<file path="src/iss_pkg.sv">
// shared constants and types for the indexed sequence store
`default_nettype none
package iss_pkg;

	// fixed field widths
	localparam int OP_W       = 3;
	localparam int POS_W      = 6;
	localparam int VALUE_W    = 32;
	localparam int STATUS_W   = 2;
	localparam int COUNT_W    = 5;

	// widths that cover the full parameter range
	localparam int IDX_MAX_W  = 8;
	localparam int CNT_EXT_W  = 9;
	localparam int WIDE_W     = 64;

	// parameter defaults
	localparam int CAPACITY_DEF      = 16;
	localparam int ELEMENT_WIDTH_DEF = 32;

	// operation codes
	localparam logic [OP_W-1:0] OP_ADD_FRONT = 3'd0;
	localparam logic [OP_W-1:0] OP_ADD_REAR  = 3'd1;
	localparam logic [OP_W-1:0] OP_REM_FRONT = 3'd2;
	localparam logic [OP_W-1:0] OP_REM_REAR  = 3'd3;
	localparam logic [OP_W-1:0] OP_INSERT_AT = 3'd4;
	localparam logic [OP_W-1:0] OP_REMOVE_AT = 3'd5;

	// status codes
	localparam logic [STATUS_W-1:0] ST_OK    = 2'd0;
	localparam logic [STATUS_W-1:0] ST_UNDER = 2'd1;
	localparam logic [STATUS_W-1:0] ST_RANGE = 2'd2;
	localparam logic [STATUS_W-1:0] ST_OVER  = 2'd3;

	// shift command broadcast to every cell
	typedef struct packed {
		logic                 ins;
		logic                 rem;
		logic [IDX_MAX_W-1:0] idx;
	} shift_cmd_t;

endpackage
`default_nettype wire

</file>
<file path="src/iss_cell.sv">
// one storage cell of the shifting chain
`default_nettype none
module iss_cell #(
	parameter int IDX           = 0,
	parameter int ELEMENT_WIDTH = iss_pkg::ELEMENT_WIDTH_DEF
) (
	input  wire                      clk,
	input  iss_pkg::shift_cmd_t      cmd,
	input  wire [ELEMENT_WIDTH-1:0]  new_value,
	input  wire [ELEMENT_WIDTH-1:0]  left,
	input  wire [ELEMENT_WIDTH-1:0]  right,
	output logic [ELEMENT_WIDTH-1:0] data,
	output logic [ELEMENT_WIDTH-1:0] tap
);
	import iss_pkg::*;

	localparam logic [IDX_MAX_W-1:0] MY_IDX = IDX_MAX_W'(IDX);

	logic [ELEMENT_WIDTH-1:0] data_q;

	// insert: cells above the slot take the lower neighbor, the slot takes the new element
	// remove: the slot and cells above take the upper neighbor
	always_ff @(posedge clk) begin
		if (cmd.ins) begin
			if (MY_IDX > cmd.idx) begin
				data_q <= left;
			end else if (MY_IDX == cmd.idx) begin
				data_q <= new_value;
			end
		end else if (cmd.rem && MY_IDX >= cmd.idx) begin
			data_q <= right;
		end
	end

	assign data = data_q;
	// one-hot read of the element being removed
	assign tap  = (cmd.rem && MY_IDX == cmd.idx) ? data_q : '0;

endmodule
`default_nettype wire

</file>
<file path="src/iss_ctrl.sv">
// request decode: range checks, shift command and next count
`default_nettype none
module iss_ctrl #(
	parameter int CAPACITY = iss_pkg::CAPACITY_DEF,
	localparam int CNT_W   = $clog2(CAPACITY + 1)
) (
	input  wire                               accept,
	input  wire [iss_pkg::OP_W-1:0]           operation,
	input  wire [iss_pkg::POS_W-1:0]          position,
	input  wire [CNT_W-1:0]                   count,
	output iss_pkg::shift_cmd_t               cmd,
	output logic [iss_pkg::STATUS_W-1:0]      status,
	output logic [CNT_W-1:0]                  next_count
);
	import iss_pkg::*;

	localparam logic [CNT_EXT_W-1:0] CAP_EXT = CNT_EXT_W'(CAPACITY);

	logic [CNT_EXT_W-1:0] cnt_ext;
	logic [CNT_EXT_W-1:0] pos_ext;
	logic [CNT_EXT_W-1:0] pos_m1;
	logic [CNT_EXT_W-1:0] cnt_m1;
	logic                 full;
	logic                 empty;
	logic                 ins;
	logic                 rem;
	logic [CNT_EXT_W-1:0] idx;

	assign cnt_ext = CNT_EXT_W'(count);
	assign pos_ext = CNT_EXT_W'(position);
	assign pos_m1  = pos_ext - 1'b1;
	assign cnt_m1  = cnt_ext - 1'b1;
	assign full    = (cnt_ext == CAP_EXT);
	assign empty   = (cnt_ext == '0);

	always_comb begin
		status = ST_OK;
		ins    = 1'b0;
		rem    = 1'b0;
		idx    = '0;
		unique case (operation)
			OP_ADD_FRONT: begin
				if (full) status = ST_OVER;
				else ins = 1'b1;
			end
			OP_ADD_REAR: begin
				if (full) status = ST_OVER;
				else begin
					ins = 1'b1;
					idx = cnt_ext;
				end
			end
			OP_REM_FRONT: begin
				if (empty) status = ST_UNDER;
				else rem = 1'b1;
			end
			OP_REM_REAR: begin
				if (empty) status = ST_UNDER;
				else begin
					rem = 1'b1;
					idx = cnt_m1;
				end
			end
			OP_INSERT_AT: begin
				if (pos_ext == '0 || pos_ext > cnt_ext + 1'b1) status = ST_RANGE;
				else if (full) status = ST_OVER;
				else begin
					ins = 1'b1;
					idx = pos_m1;
				end
			end
			OP_REMOVE_AT: begin
				if (pos_ext == '0 || pos_ext > cnt_ext) status = ST_RANGE;
				else begin
					rem = 1'b1;
					idx = pos_m1;
				end
			end
			default: begin
				status = ST_OK;
			end
		endcase
	end

	assign cmd.ins = accept & ins;
	assign cmd.rem = accept & rem;
	assign cmd.idx = idx[IDX_MAX_W-1:0];

	always_comb begin
		next_count = count;
		if (cmd.ins) next_count = count + 1'b1;
		else if (cmd.rem) next_count = count - 1'b1;
	end

endmodule
`default_nettype wire

</file>
<file path="src/indexed_sequence_store.sv">
// top level of the indexed sequence store: control, cell chain and result register
`default_nettype none
// bounded ordered sequence with add/remove at front, rear or a 1-based position
//
// request channel: operation, position and value are taken at a rising edge
// with start high and busy low; busy stays low, so a request may come every cycle
// result channel: done is high for exactly one cycle, in the cycle after the request
// was taken, with removed_value, status, element_count and is_empty valid in that
// cycle; the receiver cannot stall, so nothing is held back for it
//
// throughput 1 request per cycle: every cell of the chain
// decides from the broadcast shift command whether to hold, take its lower
// neighbor, take its upper neighbor or load the new element, all at the same edge
//
// reset clears the element count and the result strobe; cell contents are not
// reset, and only cells below the count are ever read
// an add to a full store gives overflow and leaves the store unchanged
module indexed_sequence_store #(
	parameter int CAPACITY      = iss_pkg::CAPACITY_DEF,
	parameter int ELEMENT_WIDTH = iss_pkg::ELEMENT_WIDTH_DEF
) (
	input  wire                               clk,
	input  wire                               arst_n,
	input  wire                               start,
	output logic                              busy,
	input  wire [iss_pkg::OP_W-1:0]           operation,
	input  wire [iss_pkg::POS_W-1:0]          position,
	input  wire signed [iss_pkg::VALUE_W-1:0] value,
	output logic                              done,
	output logic signed [iss_pkg::VALUE_W-1:0] removed_value,
	output logic [iss_pkg::STATUS_W-1:0]      status,
	output logic [iss_pkg::COUNT_W-1:0]       element_count,
	output logic                              is_empty
);
	import iss_pkg::*;

	localparam int CNT_W = $clog2(CAPACITY + 1);

	// request side
	logic                     accept;
	shift_cmd_t               cmd;
	logic [STATUS_W-1:0]      op_status;
	logic [CNT_W-1:0]         next_count;
	logic [CNT_W-1:0]         count_q;

	// element path
	logic [WIDE_W-1:0]        value_wide;
	logic [ELEMENT_WIDTH-1:0] new_elem;
	logic [ELEMENT_WIDTH-1:0] cell_data [CAPACITY];
	logic [ELEMENT_WIDTH-1:0] cell_tap  [CAPACITY];
	logic [ELEMENT_WIDTH-1:0] tap_or;
	logic [WIDE_W-1:0]        tap_wide;

	// result register
	logic                     done_q;
	logic [VALUE_W-1:0]       removed_q;
	logic [STATUS_W-1:0]      status_q;
	logic [CNT_EXT_W-1:0]     count_wide;

	// one request per cycle, never held off
	assign busy   = 1'b0;
	assign accept = start & ~busy;

	iss_ctrl #(
		.CAPACITY (CAPACITY)
	) u_ctrl (
		.accept     (accept),
		.operation  (operation),
		.position   (position),
		.count      (count_q),
		.cmd        (cmd),
		.status     (op_status),
		.next_count (next_count)
	);

	// element keeps the low ELEMENT_WIDTH bits of the request value
	assign value_wide = WIDE_W'(unsigned'(value));
	assign new_elem   = value_wide[ELEMENT_WIDTH-1:0];

	// chain of cells; the ends feed back their own data where a neighbor is missing
	for (genvar i = 0; i < CAPACITY; i++) begin : g_cell
		logic [ELEMENT_WIDTH-1:0] left_n;
		logic [ELEMENT_WIDTH-1:0] right_n;

		if (i == 0) begin : g_lo
			assign left_n = cell_data[i];
		end else begin : g_lo
			assign left_n = cell_data[i-1];
		end

		if (i == CAPACITY - 1) begin : g_hi
			assign right_n = cell_data[i];
		end else begin : g_hi
			assign right_n = cell_data[i+1];
		end

		iss_cell #(
			.IDX           (i),
			.ELEMENT_WIDTH (ELEMENT_WIDTH)
		) u_cell (
			.clk       (clk),
			.cmd       (cmd),
			.new_value (new_elem),
			.left      (left_n),
			.right     (right_n),
			.data      (cell_data[i]),
			.tap       (cell_tap[i])
		);
	end

	// at most one tap is nonzero, so an or-tree picks the removed element
	always_comb begin
		tap_or = '0;
		for (int i = 0; i < CAPACITY; i++) begin
			tap_or = tap_or | cell_tap[i];
		end
	end

	assign tap_wide = WIDE_W'(tap_or);

	// element count
	always_ff @(posedge clk or negedge arst_n) begin
		if (!arst_n) begin
			count_q <= '0;
		end else begin
			count_q <= next_count;
		end
	end

	// result strobe
	always_ff @(posedge clk or negedge arst_n) begin
		if (!arst_n) begin
			done_q <= 1'b0;
		end else begin
			done_q <= accept;
		end
	end

	// result payload, captured with the request
	always_ff @(posedge clk) begin
		if (accept) begin
			removed_q <= tap_wide[VALUE_W-1:0];
			status_q  <= op_status;
		end
	end

	// count_q already holds the count after the request while done is high
	assign count_wide    = CNT_EXT_W'(count_q);
	assign done          = done_q;
	assign removed_value = signed'(removed_q);
	assign status        = status_q;
	assign element_count = count_wide[COUNT_W-1:0];
	assign is_empty      = (count_q == '0);

	// count stays within the capacity
	a_count_bound: assert property (@(posedge clk) disable iff (!arst_n)
		count_q <= CNT_W'(CAPACITY))
		else $error("element count above capacity");

	// every request gives exactly one result in the next cycle
	a_one_result: assert property (@(posedge clk) disable iff (!arst_n)
		accept |=> done)
		else $error("request without result");

	a_no_spurious: assert property (@(posedge clk) disable iff (!arst_n)
		!accept |=> !done)
		else $error("result without request");

	// a refused request leaves the count as it was and removes nothing
	a_refused_count: assert property (@(posedge clk) disable iff (!arst_n)
		accept && op_status != ST_OK |=> count_q == $past(count_q))
		else $error("refused request changed the count");

	a_refused_value: assert property (@(posedge clk) disable iff (!arst_n)
		done && status != ST_OK |-> removed_value == '0)
		else $error("refused request returned an element");

	// a successful add never goes into a full store
	a_ok_step: assert property (@(posedge clk) disable iff (!arst_n)
		cmd.ins |-> count_q != CNT_W'(CAPACITY))
		else $error("insert into full store");

endmodule
`default_nettype wire
</file>
<file path="config.mk">
export PLATFORM = sky130hd
export DESIGN_NAME = indexed_sequence_store
export DESIGN_NICKNAME = d
export VERILOG_FILES = /design/src/iss_pkg.sv /design/src/iss_cell.sv /design/src/iss_ctrl.sv /design/src/indexed_sequence_store.sv
export SDC_FILE = /design/constraint.sdc
export NUM_CORES = 2
export LEC_CHECK = 0
export BUFFER_PORTS_ARGS = -buffer_cell sky130_fd_sc_hd__buf_2
export CAP_MARGIN = 10
export CORE_MARGIN = 2
export CORE_UTILIZATION = 43
export DETAILED_ROUTE_END_ITERATION = 7
export SETUP_SLACK_MARGIN = 0.15
export SLEW_MARGIN = 0
export SYNTH_ARGS = -nofsm -noshare
export SYNTH_HDL_FRONTEND = slang
export SYNTH_HIERARCHICAL = 1
export SYNTH_SLANG_ARGS = --single-unit
</file>
<file path="constraint.sdc">
create_clock -name clk -period 9.4 [get_ports clk]
set_input_delay 0.94 -clock clk [delete_from_list [all_inputs] [get_ports clk]]
set_output_delay 0.94 -clock clk [all_outputs]
set_load 0.05 [all_outputs]
</file>
==> results.toml <==
[setup_path]
cp_max_fo = 51
crit_path_start_kind = "flop"
crit_chain = "inv_1 -> nor3_1 -> nand3_1 -> ha_1 -> nand4_1 -> o21bai_1 -> a31oi_1 -> nor3b_1 -> o21ai_2 -> o22ai_4 -> buf_4 -> and4b_2 -> and3_1 -> and2_1 -> nor4_1 -> nand4_1"
cp-end-kind = "flop"
cp.required_ps = 9850
rr_worst_depth = 16
path_class = "reg2reg"
reg2reg_to = "removed_value[6]"
r2r_slack_ps = 3100
cpPeakStageDelay_ps = 1120
reg2reg_from = "element_count[0]"
worst_path_max_delay_cell = "and3_1"
arrival_ps = 6760
crit_top_cell = "nand4_1"

[final_layout]
final_core_util_pct = 47.1
multi_input_area_um2 = 17600
drive_gt1_share_pct = 14.1
register_area_um2 = 16500
area_delta_synth_final_pct = 8.48
fin_nets = 3721
nFillCells = 7630

[power_and_ir_drop]
powerDensity_nw_per_um2 = 236
irDropWorstVdd_v = 0.000141
p_leak_uw = 0.0136

[timing]
timing.final.hold_violations = 0
finalCritPeriodShare_pct = 67.1
drv_slew = 0
slew_headroom_pct = 14.7
rsz0062_at_grt = "no"
setup_viol = 0
fin_crit_ps = 6300
fin_setup_tns_ps = 0
tightestPinTransition_ps = 1280
fmax_mhz = 159
skew_ps = 28.3

[routing]
wl_um = 130000
ant_nets = 0
detail_route.wl_per_cell_um = 27.1
drc = 0
viasPerCell = 6.57
first_pass_iters = 6
vias = 31406
drt_first_iter_violations = 5041

[clock_network]
cts_tree = "done"
cts-htree-levels = 3
cts_sinks = 552
cts_buffers = 66
clk_pin_slew_ps = 50
clk_path_buf_depth = 3
root_buffer = "clkbuf_16"
hold_buffers = 0
insertion_delay_ps = 620
cts-resized-gates = 0
post_cts_buffers = 0

[global_route]
grt_busiest_layer = "met1"
grtUsageMet2_pct = 41.0
grt_usage_pct = 29.7
grt_max_degree = 194
overflow = 0
antenna_found_initial = 4
use_met1_pct = 47.3
grt_pass1_wl_um = 194000
grt_pass1_vias = 28252
grt_use_met3_pct = 5.40

[synth]
synth_async_sr_flop_share_pct = 1.09
synthFlopType = "edfxtp_1"
ys_types = 84
avgSynthCellArea_um2 = 9.41
yosysWarnings = 6
synth_fp_nets = 3851
synth_area_leaders = "edfxtp_1 46%, and2_1 7.9%, a31oi_1 7.3%"
synth_common_cells = "546 x edfxtp_1, 470 x nor2_1, 451 x and2_1"
yosysTopAreaCell = "edfxtp_1"
synth_seq_area_share_pct = 46.4
synth_cells = 3792
synth.top_cell.area_share_pct = 45.9
syn_area_um2 = 35700
yosysMostFrequentCell = "edfxtp_1"
ys_seq_elements = 552
synth-edff-count = 546

[placement]
hpwl_um = 85800
portBuffers = 84
gp_congestion = 0.905

[floorplan]
io-pin-count = 86
chipHeight_um = 292
die_x_um = 292
rows = 105
core_um2 = 82100
initial_core_util_pct = 43.5
dieArea_um2 = 85300

[status]
status = "finished clean"

[run]
max_cap_violations = 0

[worst_hold_path]
hp-class = "in2async"
[placed cells by master, fill, tap and decap left out, types with 10 or more instances in the layout]
cell         n
clkinv_2    10
and2_2      32
o31ai_2     29
mux2_2      66
o31ai_1     35
nand2_1     46
ha_1        15
inv_1       42
a21oi_1     66
clkinv_1    16
buf_2       84
clkbuf_1    15
mux2_4      30
nand3b_1    33
nor4_4      12
o31a_1      33
a31oi_1    419
nand4b_1    38
buf_4       80
edfxtp_1   546
and2_1     451
nand3_1    266
nand4_1    101
o21ai_0    355
nor2_1     467
o21ai_1     39
nor3_2      36
nor4_1     129
clkbuf_16   70
[flip-flops by register name (all words and copies together), names as in the netlist]
| register | count |
|---|---|
| g_cell.u_cell/data | 512 |
| removed_value | 32 |
| element_count | 5 |
| status | 2 |
| done | 1 |
[metrics by stage]
step / instance area (µm²) / setup WS (ps) / hold WS (ps) / total power, µW / cells
CTS: 38700 / 3230 / 144 / 9070 / 4778
floorplan: 35700 / 1600 / 552 / 5750 / 3792
global route: 38700 / 2780 / 168 / 9520 / 4779
detailed placement: 36700 / 3240 / 565 / 6650 / 4663
global placement: 36700 / 3300 / 559 / 6610 / 4663
finish: 38700 / 3100 / 160 / 9130 / 4780
[final cells by class]
| cell class | instances | share of cell area (%) |
|---|---|---|
| timing repair buffer | 169 | 2.90 |
| inverter | 45 | 0.436 |
| multi-input combinational | 2828 | 45.4 |
| sequential | 552 | 42.7 |
| clock inverter | 29 | 0.365 |
| antenna | 1 | 0.00646 |
| clock buffer | 86 | 4.71 |
| tap | 1070 | 3.46 |
[report_power, final]
| group | leakage (µW) | total (µW) | switching [µW] | internal (µW) |
|---|---|---|---|---|
| Sequential | 0.00513 | 3790 | 428 | 3360 |
| Clock | 0.000959 | 2440 | 1080 | 1360 |
| Combinational | 0.00749 | 2900 | 2000 | 899 |
| Total | 0.0136 | 9130 | 3510 | 5620 |
[per-layer routing]
layer	vias to the layer above	wire, µm	share of wire [%]
met3	146	15700	12
met2	1937	53300	41
met1	15289	58300	45
met4	2	2280	1.8
met5	-	13	0.010
li1	14032	-	-
[cells by family after synthesis]
group | Yosys count | synth area share [%]
AND/OR/NAND/NOR | 1678 | 26.4
other | 1 | 0.0105
adder cells (fa/ha/maj) | 15 | 0.526
buffers and inverters | 412 | 5.43
AO/OA/AOI/OAI | 1027 | 17.6
multiplexers | 97 | 3.37
flip-flops | 552 | 46.4
XOR/XNOR | 10 | 0.245
[worst max-delay path by stage]
stage / from / endpoint / slack, ps / cells after the start
floorplan: element_count[2] / g_cell[3].u_cell/data[0] / 1600 / 15
global placement: position[4] / removed_value[25] / 3300 / 14
detailed placement: element_count[0] / removed_value[6] / 3240 / 16
CTS: element_count[0] / removed_value[6] / 3230 / 16
global route: element_count[0] / removed_value[6] / 2780 / 16
finish: element_count[0] / removed_value[6] / 3100 / 16
[worst max-delay path: cells and delay by family, from the launching register on]
family | cells | cell delay [ps]
AOI/OAI and AO/OA | 4 | 930
adders and majority gates | 1 | 330
buffers and inverters | 2 | 800
DFF | 1 | 550
and+or+nand+nor | 9 | 3470
No activity file was read; power rests on OpenSTA's default activity.
